==> src/rtl/t3db_pkg.sv <==
package t3db_pkg;

  localparam int TOP_K     = 3;
  localparam int COUNT_W   = 16;
  localparam int SCORE_W   = 8;
  localparam int OUT_CNT_W = 16;
  localparam int SHOW_K    = 3;
  localparam int SHOW_W    = 2;
  localparam int NUM_BANDS = 4;
  localparam int FOUND_W   = $clog2(TOP_K + 1);
  localparam int CFG_IDX_W = 2;

  typedef logic [SCORE_W-1:0]   score_t;
  typedef logic [COUNT_W-1:0]   count_t;
  typedef logic [FOUND_W-1:0]   found_t;
  typedef logic [OUT_CNT_W-1:0] out_count_t;

  typedef enum logic [CFG_IDX_W-1:0] {
    REG_BAND_A = 2'd0,
    REG_BAND_B = 2'd1,
    REG_BAND_C = 2'd2
  } cfg_reg_t;

  localparam score_t BAND_A_RESET = 8'd90;
  localparam score_t BAND_B_RESET = 8'd75;
  localparam score_t BAND_C_RESET = 8'd60;

  typedef struct packed {
    score_t a_min;
    score_t b_min;
    score_t c_min;
  } band_cfg_t;

  typedef struct packed {
    logic upd;
    logic clr;
  } upd_ctrl_t;

  typedef struct packed {
    score_t [TOP_K-1:0] vals;
    count_t [TOP_K-1:0] cnts;
    found_t             found;
  } top_set_t;

  typedef struct packed {
    count_t [NUM_BANDS-1:0] bands;
    count_t                 total;
  } band_set_t;

  function automatic count_t sat_inc(input count_t v);
    count_t r;
    r = (v == {COUNT_W{1'b1}}) ? v : v + 1'b1;
    return r;
  endfunction

  function automatic out_count_t show_count(input count_t v);
    out_count_t r;
    r = (32'(v) > 32'((1 << OUT_CNT_W) - 1)) ? {OUT_CNT_W{1'b1}} : OUT_CNT_W'(v);
    return r;
  endfunction

endpackage

==> src/rtl/t3db_if.sv <==
interface t3db_score_if;
  import t3db_pkg::*;

  logic   valid;
  logic   ready;
  score_t score;
  logic   last;

  modport source (output valid, output score, output last, input ready);
  modport sink (input valid, input score, input last, output ready);
endinterface

interface t3db_result_if;
  import t3db_pkg::*;

  logic              valid;
  logic              ready;
  score_t            first_value;
  score_t            second_value;
  score_t            third_value;
  out_count_t        first_count;
  out_count_t        second_count;
  out_count_t        third_count;
  logic [SHOW_W-1:0] found;
  out_count_t        band_a_count;
  out_count_t        band_b_count;
  out_count_t        band_c_count;
  out_count_t        band_d_count;
  out_count_t        total;

  modport source (
    output valid, output first_value, output second_value, output third_value,
    output first_count, output second_count, output third_count, output found,
    output band_a_count, output band_b_count, output band_c_count,
    output band_d_count, output total, input ready
  );
  modport sink (
    input valid, input first_value, input second_value, input third_value,
    input first_count, input second_count, input third_count, input found,
    input band_a_count, input band_b_count, input band_c_count,
    input band_d_count, input total, output ready
  );
endinterface

==> src/rtl/top3_distinct_and_grade_bins.sv <==
// Channel  Direction  Word
// scores   in         score, last
// results  out        top three values and counts, found, four band counts, total
// cfg      in         cfg_we, cfg_idx, cfg_data (band_a_min, band_b_min, band_c_min)
//
// An accepted score waits in the input register; when it leaves, the insertion and band logic
// update the run state and, for a last score, the result register.
// A new score can be accepted every cycle while the input is not stalled; the result of a run
// appears on the cycle after its last score leaves the input register. Reset is synchronous and
// restores the default thresholds and an empty run. A waiting result only stalls the input when a
// further last score reaches the update stage.
module top3_distinct_and_grade_bins (
  input  logic                       clk,
  input  logic                       rst,
  t3db_score_if.sink                 scores,
  t3db_result_if.source              results,
  input  logic                       cfg_we,
  input  logic [t3db_pkg::CFG_IDX_W-1:0] cfg_idx,
  input  t3db_pkg::score_t           cfg_data
);
  import t3db_pkg::*;

  band_cfg_t  cfg;
  logic       s1_valid;
  score_t     s1_score;
  logic       s1_last;
  logic       go;
  upd_ctrl_t  ctl;
  top_set_t   ts_after;
  band_set_t  bs_after;
  logic       res_valid;
  score_t     [SHOW_K-1:0] show_vals;
  out_count_t [SHOW_K-1:0] show_cnts;
  score_t     [SHOW_K-1:0] res_vals;
  out_count_t [SHOW_K-1:0] res_cnts;
  logic       [SHOW_W-1:0] res_found;
  out_count_t [NUM_BANDS-1:0] res_bands;
  out_count_t res_total;

  always_ff @(posedge clk) begin
    if (rst) begin
      cfg.a_min <= BAND_A_RESET;
      cfg.b_min <= BAND_B_RESET;
      cfg.c_min <= BAND_C_RESET;
    end else if (cfg_we) begin
      unique case (cfg_idx)
        REG_BAND_A: cfg.a_min <= cfg_data;
        REG_BAND_B: cfg.b_min <= cfg_data;
        REG_BAND_C: cfg.c_min <= cfg_data;
        default: ;
      endcase
    end
  end

  assign go           = s1_valid && (!s1_last || !res_valid || results.ready);
  assign scores.ready = !s1_valid || go;
  assign ctl.upd      = go;
  assign ctl.clr      = s1_last;

  always_ff @(posedge clk) begin
    if (rst) begin
      s1_valid <= 1'b0;
    end else if (scores.valid && scores.ready) begin
      s1_valid <= 1'b1;
    end else if (go) begin
      s1_valid <= 1'b0;
    end
  end

  always_ff @(posedge clk) begin
    if (scores.valid && scores.ready) begin
      s1_score <= scores.score;
      s1_last  <= scores.last;
    end
  end

  t3db_top_set u_top_set (
    .clk   (clk),
    .rst   (rst),
    .ctl   (ctl),
    .score (s1_score),
    .after (ts_after)
  );

  t3db_band_count u_band_count (
    .clk   (clk),
    .rst   (rst),
    .ctl   (ctl),
    .cfg   (cfg),
    .score (s1_score),
    .after (bs_after)
  );

  always_comb begin
    for (int k = 0; k < SHOW_K; k++) begin
      if (k < TOP_K && FOUND_W'(k) < ts_after.found) begin
        show_vals[k] = ts_after.vals[k];
        show_cnts[k] = show_count(ts_after.cnts[k]);
      end else begin
        show_vals[k] = '0;
        show_cnts[k] = '0;
      end
    end
  end

  always_ff @(posedge clk) begin
    if (rst) begin
      res_valid <= 1'b0;
    end else if (go && s1_last) begin
      res_valid <= 1'b1;
    end else if (results.ready) begin
      res_valid <= 1'b0;
    end
  end

  always_ff @(posedge clk) begin
    if (go && s1_last) begin
      res_vals  <= show_vals;
      res_cnts  <= show_cnts;
      res_found <= (32'(ts_after.found) > SHOW_K) ? SHOW_W'(SHOW_K) : SHOW_W'(ts_after.found);
      for (int k = 0; k < NUM_BANDS; k++) begin
        res_bands[k] <= show_count(bs_after.bands[k]);
      end
      res_total <= show_count(bs_after.total);
    end
  end

  assign results.valid        = res_valid;
  assign results.first_value  = res_vals[0];
  assign results.second_value = res_vals[1];
  assign results.third_value  = res_vals[2];
  assign results.first_count  = res_cnts[0];
  assign results.second_count = res_cnts[1];
  assign results.third_count  = res_cnts[2];
  assign results.found        = res_found;
  assign results.band_a_count = res_bands[0];
  assign results.band_b_count = res_bands[1];
  assign results.band_c_count = res_bands[2];
  assign results.band_d_count = res_bands[3];
  assign results.total        = res_total;

`ifndef ASSERT_OFF
  a_result_source: assert property (@(posedge clk) disable iff (rst)
    $rose(res_valid) |-> $past(go && s1_last))
    else $error("result word appeared without a closing score");
  a_stall_cause: assert property (@(posedge clk) disable iff (rst)
    !scores.ready |-> s1_valid && s1_last && res_valid)
    else $error("input stalled with no waiting result");
  a_result_nonempty: assert property (@(posedge clk) disable iff (rst)
    res_valid |-> res_found != '0 && res_total != '0)
    else $error("result word reports an empty run");
`endif

endmodule

==> src/rtl/t3db_top_set.sv <==
module t3db_top_set (
  input  logic                clk,
  input  logic                rst,
  input  t3db_pkg::upd_ctrl_t ctl,
  input  t3db_pkg::score_t    score,
  output t3db_pkg::top_set_t  after
);
  import t3db_pkg::*;

  top_set_t                     st;
  logic [TOP_K-1:0]             hit;
  logic [TOP_K-1:0]             gt;
  logic [TOP_K-1:0]             prev_gt;
  logic [TOP_K-1:0][SCORE_W-1:0] vals_sh;
  logic [TOP_K-1:0][COUNT_W-1:0] cnts_sh;

  always_comb begin
    for (int i = 0; i < TOP_K; i++) begin
      hit[i] = (FOUND_W'(i) < st.found) && (st.vals[i] == score);
      gt[i]  = (FOUND_W'(i) < st.found) && (st.vals[i] > score);
    end
    prev_gt = gt << 1;
    vals_sh = st.vals << SCORE_W;
    cnts_sh = st.cnts << COUNT_W;
    after   = st;
    if (|hit) begin
      for (int i = 0; i < TOP_K; i++) begin
        if (hit[i]) begin
          after.cnts[i] = sat_inc(st.cnts[i]);
        end
      end
    end else begin
      for (int i = 0; i < TOP_K; i++) begin
        if (!gt[i]) begin
          if (!prev_gt[i] && i != 0) begin
            after.vals[i] = vals_sh[i];
            after.cnts[i] = cnts_sh[i];
          end else begin
            after.vals[i] = score;
            after.cnts[i] = COUNT_W'(1);
          end
        end
      end
      if (st.found != FOUND_W'(TOP_K)) begin
        after.found = st.found + 1'b1;
      end
    end
  end

  always_ff @(posedge clk) begin
    if (rst) begin
      st <= '0;
    end else if (ctl.upd) begin
      st <= ctl.clr ? '0 : after;
    end
  end

`ifndef ASSERT_OFF
  a_found_bound: assert property (@(posedge clk) disable iff (rst)
    32'(st.found) <= TOP_K)
    else $error("top set holds more entries than it has room for");
  a_found_hold: assert property (@(posedge clk) disable iff (rst)
    !ctl.upd |=> $stable(st.found))
    else $error("top set fill changed without an update");
`endif

endmodule

==> src/rtl/t3db_band_count.sv <==
module t3db_band_count (
  input  logic                clk,
  input  logic                rst,
  input  t3db_pkg::upd_ctrl_t ctl,
  input  t3db_pkg::band_cfg_t cfg,
  input  t3db_pkg::score_t    score,
  output t3db_pkg::band_set_t after
);
  import t3db_pkg::*;

  band_set_t              st;
  logic [NUM_BANDS-1:0]   sel;

  always_comb begin
    sel = '0;
    priority if (score >= cfg.a_min) begin
      sel[0] = 1'b1;
    end else if (score >= cfg.b_min) begin
      sel[1] = 1'b1;
    end else if (score >= cfg.c_min) begin
      sel[2] = 1'b1;
    end else begin
      sel[3] = 1'b1;
    end
    after = st;
    for (int k = 0; k < NUM_BANDS; k++) begin
      if (sel[k]) begin
        after.bands[k] = sat_inc(st.bands[k]);
      end
    end
    after.total = sat_inc(st.total);
  end

  always_ff @(posedge clk) begin
    if (rst) begin
      st <= '0;
    end else if (ctl.upd) begin
      st <= ctl.clr ? '0 : after;
    end
  end

`ifndef ASSERT_OFF
  a_clear_total: assert property (@(posedge clk) disable iff (rst)
    ctl.upd && ctl.clr |=> st.total == '0)
    else $error("run total not cleared at the end of a run");
`endif

endmodule
==> src/flat_wrapper.sv <==
// flat-port wrapper written by rule: the top's interface ports become plain ports
module top3_distinct_and_grade_bins_flat import t3db_pkg::*;
  (clk, rst, cfg_we, cfg_idx, cfg_data, scores_valid, scores_score, scores_last, scores_ready, results_valid, results_first_value, results_second_value, results_third_value, results_first_count, results_second_count, results_third_count, results_found, results_band_a_count, results_band_b_count, results_band_c_count, results_band_d_count, results_total, results_ready);
  t3db_score_if scores_i ();
  t3db_result_if results_i ();
  input  logic clk;
  input  logic rst;
  input  logic cfg_we;
  input  logic [t3db_pkg::CFG_IDX_W-1:0] cfg_idx;
  input  t3db_pkg::score_t cfg_data;
  input wire logic [$bits(scores_i.valid)-1:0] scores_valid;
  input wire logic [$bits(scores_i.score)-1:0] scores_score;
  input wire logic [$bits(scores_i.last)-1:0] scores_last;
  output wire logic [$bits(scores_i.ready)-1:0] scores_ready;
  output wire logic [$bits(results_i.valid)-1:0] results_valid;
  output wire logic [$bits(results_i.first_value)-1:0] results_first_value;
  output wire logic [$bits(results_i.second_value)-1:0] results_second_value;
  output wire logic [$bits(results_i.third_value)-1:0] results_third_value;
  output wire logic [$bits(results_i.first_count)-1:0] results_first_count;
  output wire logic [$bits(results_i.second_count)-1:0] results_second_count;
  output wire logic [$bits(results_i.third_count)-1:0] results_third_count;
  output wire logic [$bits(results_i.found)-1:0] results_found;
  output wire logic [$bits(results_i.band_a_count)-1:0] results_band_a_count;
  output wire logic [$bits(results_i.band_b_count)-1:0] results_band_b_count;
  output wire logic [$bits(results_i.band_c_count)-1:0] results_band_c_count;
  output wire logic [$bits(results_i.band_d_count)-1:0] results_band_d_count;
  output wire logic [$bits(results_i.total)-1:0] results_total;
  input wire logic [$bits(results_i.ready)-1:0] results_ready;
  assign scores_i.valid = scores_valid;
  assign scores_i.score = scores_score;
  assign scores_i.last = scores_last;
  assign scores_ready = scores_i.ready;
  assign results_valid = results_i.valid;
  assign results_first_value = results_i.first_value;
  assign results_second_value = results_i.second_value;
  assign results_third_value = results_i.third_value;
  assign results_first_count = results_i.first_count;
  assign results_second_count = results_i.second_count;
  assign results_third_count = results_i.third_count;
  assign results_found = results_i.found;
  assign results_band_a_count = results_i.band_a_count;
  assign results_band_b_count = results_i.band_b_count;
  assign results_band_c_count = results_i.band_c_count;
  assign results_band_d_count = results_i.band_d_count;
  assign results_total = results_i.total;
  assign results_i.ready = results_ready;
  top3_distinct_and_grade_bins u_core (.clk(clk), .rst(rst), .scores(scores_i), .results(results_i), .cfg_we(cfg_we), .cfg_idx(cfg_idx), .cfg_data(cfg_data));
endmodule
==> config.mk <==
export PLATFORM = sky130hd
export DESIGN_NAME = top3_distinct_and_grade_bins_flat
export DESIGN_NICKNAME = d
export VERILOG_FILES = /design/src/rtl/t3db_pkg.sv /design/src/rtl/t3db_if.sv /design/src/rtl/top3_distinct_and_grade_bins.sv /design/src/rtl/t3db_top_set.sv /design/src/rtl/t3db_band_count.sv /design/src/flat_wrapper.sv
export SDC_FILE = /design/constraint.sdc
export NUM_CORES = 1
export LEC_CHECK = 0
export BUFFER_PORTS_ARGS = -buffer_cell sky130_fd_sc_hd__buf_2
export CAP_MARGIN = 20
export CORE_MARGIN = 4
export CORE_UTILIZATION = 65
export CTS_CLUSTER_SIZE = 12
export DETAILED_ROUTE_END_ITERATION = 6
export MAX_ROUTING_LAYER = met4
export PLACE_DENSITY_LB_ADDON = 0.3
export SLEW_MARGIN = 20
export SYNTH_ARGS = -nofsm -noshare
export SYNTH_HDL_FRONTEND = slang
export SYNTH_HIERARCHICAL = 1
export SYNTH_SLANG_ARGS = --single-unit
==> constraint.sdc <==
create_clock -name clk -period 21.3 [get_ports clk]
set_input_delay 2.13 -clock clk [delete_from_list [all_inputs] [get_ports clk]]
set_output_delay 2.13 -clock clk [all_outputs]
set_load 0.01 [all_outputs]
==> impl_metrics.yaml, run 1 <==
yosys:
  synth_cells: 1944
  syn_nets: 2024
  yosysTopAreaCell: "edfxtp_1"
  synth.cell_area_um2: 18670
  yosysMostFrequentCell: "dfxtp_1"
  synthArstFlopShare_pct: 0
  synth_commonest_cells: "dfxtp_1 (180), edfxtp_1 (163), nand2_1 (145)"
  synthTopCellsByArea: "edfxtp_1 (26%), dfxtp_1 (19%), ha_1 (3.8%), nand3_1 (3.8%), nand2_1 (2.9%)"
  synth_edf_count: 163
  yosys_warnings: 6
  synth.distinct_cells: 102
  seq_area_frac_synth_pct: 45.53
  yosys.area.top_type_share_pct: 26.22
  avgSynthCellArea_um2: 9.602
  synth_ff_type: "dfxtp_1"
  yosys_register_bits: 343
drt:
  drt-vias-per-instance: 6.782
  route.detailed.drc: 0
  wire_per_inst_um: 20.33
  antenna_left: 0
  drt-initial-drc-count: 2391
  routed_wl_mm: 50.00
  routed-via-count: 16678
  first_pass_iters: 7
pwr:
  power_frac_clock_pct: 44.5
  cell_internal_pwr_mw: 1.107
  combPwrFrac_pct: 6.3
  ir_drop_mv: 0.06529
  p_sw_mw: 0.3281
  seqPwrFrac_pct: 49.2
  power_density_nw_per_um2: 68.84
  switching_share_pct: 22.86
  power_leakage_nw: 8.089
hold_path:
  min_from: "u_core/cfg[6]"
  hp-class: "reg -> reg"
timing:
  hold_ws_ps: 478.5
  period_minus_slack_ps: 4765
  max_slew_margin_pct: 26.13
  rsz0062_at_grt: "no"
  final.setup.tns_ps: 0
  tightestPinTransition_ps: 1108
  finalSetupViolCount: 0
  max_freq_mhz: 209.9
  drv_slew: 0
  fin_skew_ps: 21.45
  finalCritPeriodShare_pct: 22.37
  fin_ws_ps: 16540
  hold_violations: 0
place:
  place_ws_ps: 16110
  hpwl_mm: 33.41
  port_buffers: 179
  gp_congestion: 0.9486
floorplan:
  rows: 61
  die_area_um2: 31490
  io_pins: 180
  core_um2: 28090
  die_y_um: 177.5
  die_w_um: 177.5
  initial_core_util_pct: 66.46
global_route:
  gr-usage-all-layers_pct: 31.78
  grt-ovfl-total: 0
  grt_first_pass_wirelength_mm: 79.45
  antenna_found_initial: 0
  grt_max_degree: 76
  grt_pass1_vias: 15403
setup_path:
  max_stage_delay_ps: 200
  critPathLaunch: "results_ready"
  path_cells: "buf_2 > nand4b_1 > buf_2"
  cp_top_family: "buffers and inverters"
  crit_type: "in -> out"
  cp-start-kind: "input pin"
  arrival_ps: 2630
  slowest_stage: "nand4b_1"
  cp_common_cell: "buf_2"
  r2r_start: "u_core/s1_score[6]"
  critPathRequiredTime_ps: 19170
  path_max_fanout: 3
  cp_num_buf_inv: 2
  cp-end-kind: "output pin"
final_layout:
  nets: 2132
  n_antenna_cell: 0
  drive_above_1_share_pct: 15.62
  area_delta_synth_final_pct: 11.72
cts:
  postCtsHoldBufs: 0
  root_buffer: "clkbuf_16"
  cts.clk_slew.worst_paths_ps: 60
  post_cts_resize_count: 0
  cts_buffer_depth: 3
  clock_sinks: 343
  cts_buffers: 37
  insertion_delay_ps: 540
  htree_levels: 2
  cts_tree: "yes"
  post_cts_buffers: 0
run:
  max-cap-violations: 0
status:
  status: "finished clean"
tightest hold or removal path: stages, from the launching register on:
cell and delay [ps]:
dfxtp_1 310, nand2b_1 60, mux2i_1 60
area by class of cell:
cell class | instances | area [um^2]
clock buffers | 58 | 1107
clock inverters | 10 | 97.59
fillers | 2078 | 7233
inverters | 76 | 285.3
multi-input cells | 1394 | 9336
flip-flops and latches | 343 | 8498
well taps | 378 | 473.0
repair buffers | 200 | 1056
registers in the layout, indices dropped and copies added (netlist names), 24 cells and up:
signal	flops
u_core/u_top_set/cnts_sh	32
u_core/cfg	24
u_core/u_band_count/st	80
u_core/u_top_set/st	42
power by group through the flow:
stage | registers [mW] | logic [mW] | clock network, mW
after detailed placement | 0.720 | 0.0878 | 0
after global placement | 0.720 | 0.0846 | 0
after global routing | 0.707 | 0.0979 | 0.674
final | 0.706 | 0.0903 | 0.639
after floorplan | 0.723 | 0.0553 | 0
after CTS | 0.706 | 0.0887 | 0.644
cell families after synthesis:
kind of cell,count (synthesis),synth area share [%]
simple gates,770,22.94
compound gates,458,17.41
flops,343,45.53
buf+inv,207,4.612
xor+xnor,58,2.721
fa+ha+maj,56,3.754
mux,52,3.036
stage by stage:
step | instances | power, mW | util [%] | instance area [um^2]
after CTS | 2459 | 1.439 | 74.22 | 20850
after detailed placement | 2391 | 0.8079 | 69.93 | 19640
final | 2459 | 1.436 | 74.25 | 20850
after global placement | 2391 | 0.8043 | 69.93 | 19640
after global routing | 2459 | 1.478 | 74.25 | 20850
after floorplan | 1944 | 0.7786 | - | 18670
path summary, 6_finish.rpt:
path	cells past startpoint	end	slack, ps
min	2	u_core/cfg[6]	480
max reg2reg	10	u_core/results.first_count[15]	16820
max	3	scores_ready	16540
min reg2reg	2	u_core/cfg[6]	480
layout by cell type (no fill, tap or decap), types with 12 or more instances in the layout:
master	instances
a21oi_1	79
a22o_1	27
a31oi_1	67
a41oi_1	13
and2_1	47
and3_1	54
and4_1	25
buf_2	178
buf_4	22
clkbuf_1	13
clkbuf_16	39
dfxtp_1	180
edfxtp_1	163
ha_1	56
inv_1	74
mux2_2	13
mux2i_1	33
nand2_1	145
nand2b_1	35
nand3_1	140
nand4_1	44
nor2_1	88
nor2b_1	31
nor3_1	48
o211ai_1	37
o21ai_0	67
o31ai_1	15
o32ai_1	12
or3_1	33
or4_1	18
xnor2_1	43
xor2_1	15
layer usage:
| layer | routed length, um | up-vias | share of wire (%) | global-route usage, % |
|---|---|---|---|---|
| li1 | - | 7581 | - | - |
| met1 | 20460 | 7940 | 41 | 42.81 |
| met2 | 23030 | 996 | 46 | 48.83 |
| met3 | 4731 | 161 | 9.5 | 5.070 |
| met4 | 1773 | 0 | 3.5 | 12.09 |
| met5 | 0 | - | 0 | - |
Power figures use the tool's default switching activity.
==> inputs of run 2 (changes only) <==
ABC_AREA = 1   (was unset)
CORE_UTILIZATION = 61   (was 65)
clock period = 4.7 ns   (was 21.3 ns; I/O delays follow)
==> run 2 against run 1 <==
First-iteration DRC count down 30%. Worst setup slack worse by 15000 ps. Register-to-register slack worse by 16000 ps. Final cell count up 31%. Wire length up 2.0%. Cell area up 5.0%. Count of clock-buffer cells in the layout down 5. Combinational power rose to 5.0 times the previous value. Clock power rose to 4.5 times the previous value. Synthesized area up 5.8%. Clock skew up 4.4 ps. Critical path depth up 9.
==> impl_metrics.yaml, run 2 <==
status:
  status: "finished clean"
hold_path:
  hp-class: "in -> reg"
  min_from: "scores_last"
  hold_path_end: "u_core/s1_last"
  whs_path_depth: 1
cts:
  post_cts_resize_count: 0
  cts_buffer_depth: 3
  postCtsHoldBufs: 0
  root_buffer: "clkbuf_16"
  cts_buffers: 38
  htree_levels: 2
  insertion_delay_ps: 540
  post_cts_buffers: 0
  cts_tree: "yes"
  cts.clk_slew.worst_paths_ps: 60
  clock_sinks: 343
final_layout:
  nets: 2876
  final_cell_mix: "nand2_1 (800), nand3_1 (355), inv_1 (288), a21oi_1 (182), dfxtp_1 (180)"
  drive_above_1_share_pct: 12.49
  area_delta_synth_final_pct: 10.90
  fill_cells: 2665
  postLayoutCoreUtil_pct: 69.06
  stdcell_count: 3228
  layout_commonest_cell: "nand2_1"
  largest_register_ffs: 80
  n_antenna_cell: 0
  regMostFlops: "u_core/u_band_count/st"
timing:
  final.setup.tns_ps: 0
  hold_violations: 0
  drv_slew: 0
  finalSetupViolCount: 0
  tightestPinTransition_ps: 899.0
  max_freq_mhz: 288.9
  max_slew_margin_pct: 40.06
  rsz0062_at_grt: "no"
  period_minus_slack_ps: 3462
  fin_skew_ps: 25.87
  finalCritPeriodShare_pct: 73.66
drt:
  drt-vias-per-instance: 5.671
  first_pass_iters: 6
  routed-via-count: 18305
  drt-initial-drc-count: 1669
  wire_per_inst_um: 15.80
  routed_wl_mm: 51.01
  antenna_left: 0
  route.detailed.drc: 0
global_route:
  grt_pass1_vias: 17301
  grt_first_pass_wirelength_mm: 85.22
  grt_max_degree: 94
  grt-ovfl-total: 0
  gr-usage-all-layers_pct: 29.32
  antenna_found_initial: 0
setup_path:
  cp-end-kind: "register"
  arrival_ps: 3720
  ff2ff_setup_slack_ps: 1240
  rr_worst_depth: 12
  max_stage_delay_ps: 500
  path_cells: "inv_1 > ha_1 > inv_1 > nor2_1 > nand3_2 > nor2_4 > nor2_4 > a21oi_1 > inv_1 > nor2_2 > buf_4 > nor2_1"
  crit_type: "reg -> reg"
  critPathRequiredTime_ps: 4960
  cp-start-kind: "register"
  cp_common_cell: "inv_1"
  path_max_fanout: 33
  r2r-end: "u_core/results.first_value[0]"
  slowest_stage: "edfxtp_1"
  r2r_start: "u_core/s1_score[1]"
pwr:
  power_mw: 6.574
  power_density_nw_per_um2: 300.1
  ir_drop_mv: 0.2811
  power_leakage_nw: 8.955
yosys:
  yosys_register_bits: 343
  synthMuxAreaShare_pct: 0
  synthAdderAreaFrac_pct: 3.547
  synth_ff_type: "dfxtp_1"
  yosysMostFrequentCell: "nand2_1"
  yosys.area.top_type_share_pct: 24.78
  synthArstFlopShare_pct: 0
  synth_commonest_cells: "nand2_1 (800), nand3_1 (355), inv_1 (290)"
  avgSynthCellArea_um2: 7.384
  yosysTopAreaCell: "edfxtp_1"
  synth.cell_area_um2: 19750
  yosys.area_share.simple_pct: 35.44
  seq_area_frac_synth_pct: 43.03
  syn_nets: 2755
  yosys_warnings: 6
  synth_top_family_by_area: "simple AND/OR/NAND/NOR gates"
  synth_edf_count: 163
  synthTopCellsByArea: "edfxtp_1 (25%), dfxtp_1 (18%), nand2_1 (15%), nand3_1 (9.0%), inv_1 (5.5%)"
  synth.distinct_cells: 46
  synth_cells: 2675
  synth_compound_area_share_pct: 6.765
  synth_xor_area_share_pct: 2.255
floorplan:
  core_um2: 31720
  initial_core_util_pct: 62.27
  io_pins: 180
  die_area_um2: 35320
  rows: 65
  die_w_um: 187.9
  die_y_um: 187.9
run:
  max-cap-violations: 0
place:
  numPlacedInstances: 3158
  port_buffers: 179
  gp_congestion: 0.9593
  hpwl_mm: 35.36
==> run 2: cells by family (layout without fill, tap and decap cells) <==
logic type      count (synthesis)  count (layout)
compound gates                249             249
buf+inv                       420             571
xor+xnor                       50              50
flops                         343             343
simple gates                 1557            1557
fa+ha+maj                      56              56
==> run 2: stage by stage <==
stage	hold WS, ps	setup WS (ps)	area, um^2
final	127.3	1238	21900
after global routing	106.9	962.3	21900
after CTS	107.7	1302	21900
after detailed placement	444.3	1313	20690
after global placement	443.1	1463	20690
after floorplan	428.9	565.9	19750
==> run 2: per-layer routing <==
metal | up-vias | global-route usage [%] | routed length, um | part of all wire [%]
li1 | 8960 | - | - | -
met1 | 8394 | 39.65 | 22020 | 43
met2 | 848 | 46.60 | 23420 | 46
met3 | 103 | 4.188 | 4295 | 8.4
met4 | 0 | 8.131 | 1274 | 2.5
met5 | - | - | 0 | 0
==> run 2: how the worst max path moves through the flow <==
stage	startpoint	to	cells after the start
after floorplan	results_ready	u_core/results.band_a_count[0]	4
after global placement	u_core/s1_score[1]	u_core/results.third_count[1]	12
after detailed placement	u_core/s1_score[1]	u_core/results.third_count[11]	12
after CTS	u_core/s1_score[3]	u_core/results.third_value[7]	12
after global routing	u_core/s1_score[3]	u_core/results.third_count[9]	12
final	u_core/s1_score[1]	u_core/results.first_value[0]	12
==> run 2: area by class of cell <==
type,count,area [um^2],area share [%]
Clock buffer,53,1037,4.735
Clock inverter,17,173.9,0.7940
Inverter,303,1145,5.227
Multi-Input combinational cell,1912,9505,43.40
Sequential cell,343,8498,38.80
Tap cell,402,503.0,2.296
Timing Repair Buffer,198,1041,4.753
==> run 2: power breakdown <==
| part | internal [mW] | total [mW] | switching [mW] | leakage (nW) |
|---|---|---|---|---|
| clock | 1.71 | 2.90 | 1.19 | 0.594 |
| combinational | 0.121 | 0.448 | 0.328 | 5.44 |
| sequential | 3.18 | 3.22 | 0.0369 | 2.93 |
| total | 5.02 | 6.57 | 1.55 | 8.95 |
==> run 2: worst max-delay path: cells and delay by family (launching register included) <==
kind | cells | cell delay (ps)
AO/OA/AOI/OAI | 1 | 250
adder cells (fa/ha/maj) | 1 | 340
buffers and inverters | 4 | 720
AND/OR/NAND/NOR | 6 | 1390
flip-flops | 1 | 500
==> inputs of run 3 (changes only) <==
clock period = 3.6 ns   (was 4.7 ns; I/O delays follow)
==> run 3 against run 2 <==
The flow now finishes with violations (design-rule violations). Sequential cell count unchanged. Non-clock buffer count is 7 higher. Sequential share of layout area decreased by 0.40 points. First-iteration DRC count rose by 4.2%.
==> impl_metrics.yaml, run 3 (synthesis results as in run 2) <==
drt:
  routed_wl_mm: 51.99
  drt-vias-per-instance: 5.727
  antenna_left: 0
  routed-via-count: 18543
  first_pass_iters: 7
  wire_per_inst_um: 16.06
  drt-initial-drc-count: 1739
  route.detailed.drc: 1
cts:
  cts_tree: "yes"
  cts_buffer_depth: 3
  post_cts_resize_count: 0
  root_buffer: "clkbuf_16"
  htree_levels: 2
  insertion_delay_ps: 530
  cts.clk_slew.worst_paths_ps: 60
  clock_sinks: 343
  cts_buffers: 39
timing:
  finalSetupViolCount: 0
  hold_ws_ps: 32.34
  rsz0062_at_grt: "no"
  fin_ws_ps: 314.8
  drv_slew: 0
  max_freq_mhz: 304.4
  fin_skew_ps: 22.47
  tightestPinTransition_ps: 933.5
  max_slew_margin_pct: 37.77
  final.setup.tns_ps: 0
  finalCritPeriodShare_pct: 91.26
  hold_violations: 0
  period_minus_slack_ps: 3285
global_route:
  grt_first_pass_wirelength_mm: 85.55
  gr-usage-all-layers_pct: 29.50
  grt-ovfl-total: 0
  grt_pass1_vias: 17179
  grt_max_degree: 81
  antenna_found_initial: 1
status:
  status: "finished, violations left"
  violations: "design-rule violations"
setup_path:
  critPathRequiredTime_ps: 3880
  max_stage_delay_ps: 540
  critPathLaunch: "u_core/s1_score[7]"
  cp-start-kind: "register"
  path_max_fanout: 24
  r2r_start: "u_core/s1_score[7]"
  crit_type: "reg -> reg"
  cp-end-kind: "register"
  path_cells: "inv_1 > ha_1 > nand2_1 > nor2_1 > a21oi_2 > nand2_1 > buf_4 > nand3_1 > nand3_1 > and2_1 > inv_1 > nor2_1"
  arrival_ps: 3560
  slowest_stage: "nand2_1"
pwr:
  ir_drop_mv: 0.3197
  power_mw: 8.866
  power_density_nw_per_um2: 400.6
  power_leakage_nw: 9.066
place:
  hpwl_mm: 35.69
  port_buffers: 179
  numPlacedInstances: 3163
  place_ws_ps: 390.3
  gp_congestion: 0.9603
final_layout:
  largest_register_ffs: 80
  regMostFlops: "u_core/u_band_count/st"
  final_cell_mix: "nand2_1 (800), nand3_1 (355), inv_1 (288), a21oi_1 (182), dfxtp_1 (180)"
  layout_commonest_cell: "nand2_1"
  fill_cells: 2581
  nets: 2884
  area_delta_synth_final_pct: 12.06
  stdcell_count: 3238
  drive_above_1_share_pct: 12.84
run:
  max-cap-violations: 0
floorplan:
  core_um2: 31720
  initial_core_util_pct: 62.27
  io_pins: 180
  die_y_um: 187.9
  rows: 65
  die_area_um2: 35320
  die_w_um: 187.9
hold_path:
  min_from: "scores_score[6]"
  hp-class: "in -> reg"
==> run 3: changes by cell type in the layout (fill, tap and decap cells not counted), moves of 2 or more <==
cell	change
buf_12	+4
clkbuf_16	+3
dlygate4sd3_1	+2
inv_6	-2
clkbuf_1	-3
clkbuf_8	+3
==> run 3: layout make-up <==
type,instances,area (um^2),area share [%]
clock buffer,56,1142,5.161
multi-input combinational,1912,9505,42.95
timing repair buffer,205,1149,5.189
tap,402,503.0,2.272
sequential,343,8498,38.39
inverter,303,1144,5.167
clock inverter,16,190.2,0.8592
antenna,1,2.502,0.01131
==> run 3: path summary, 6_finish.rpt <==
path | endpoint | slack, ps | cells past startpoint
max | u_core/results.third_count[3] | 310 | 12
min reg2reg | u_core/cfg[3] | 470 | 2
max reg2reg | u_core/results.third_count[3] | 310 | 12
min | u_core/s1_score[6] | 30 | 1
==> run 3: metrics by stage <==
stage	utilization [%]	cell area, um^2
2_1_floorplan	-	19760
3_3_place_gp	65.51	20780
3_5_place_dp	65.51	20780
4_1_cts	69.78	22130
5_1_grt	69.78	22130
6_report	69.78	22130
==> run 3: critical path, delay by kind of cell (launching register included) <==
| family | cells | cell delay (ps) |
|---|---|---|
| AND/OR/NAND/NOR | 7 | 1100 |
| buffers and inverters | 3 | 670 |
| adder cells (fa/ha/maj) | 1 | 270 |
| flip-flops | 1 | 500 |
| AO/OA/AOI/OAI | 1 | 460 |
==> run 3: routing by layer <==
layer,GRT usage (%),wire (um)
met5,-,0
met4,7.397,1046
met3,4.170,4427
met2,46.78,23900
met1,40.35,22610
==> run 3: power by group <==
part	switching (mW)	total (mW)	internal [mW]
Sequential	0.0459	4.20	4.16
Clock	1.56	4.06	2.50
Combinational	0.435	0.601	0.166
Total	2.05	8.87	6.82
==> run 3: timing repair <==
item / CTS / global route
hold endpoints to repair: 2 / 0
setup buffers: 0 / 0
hold buffers: 2 / 0
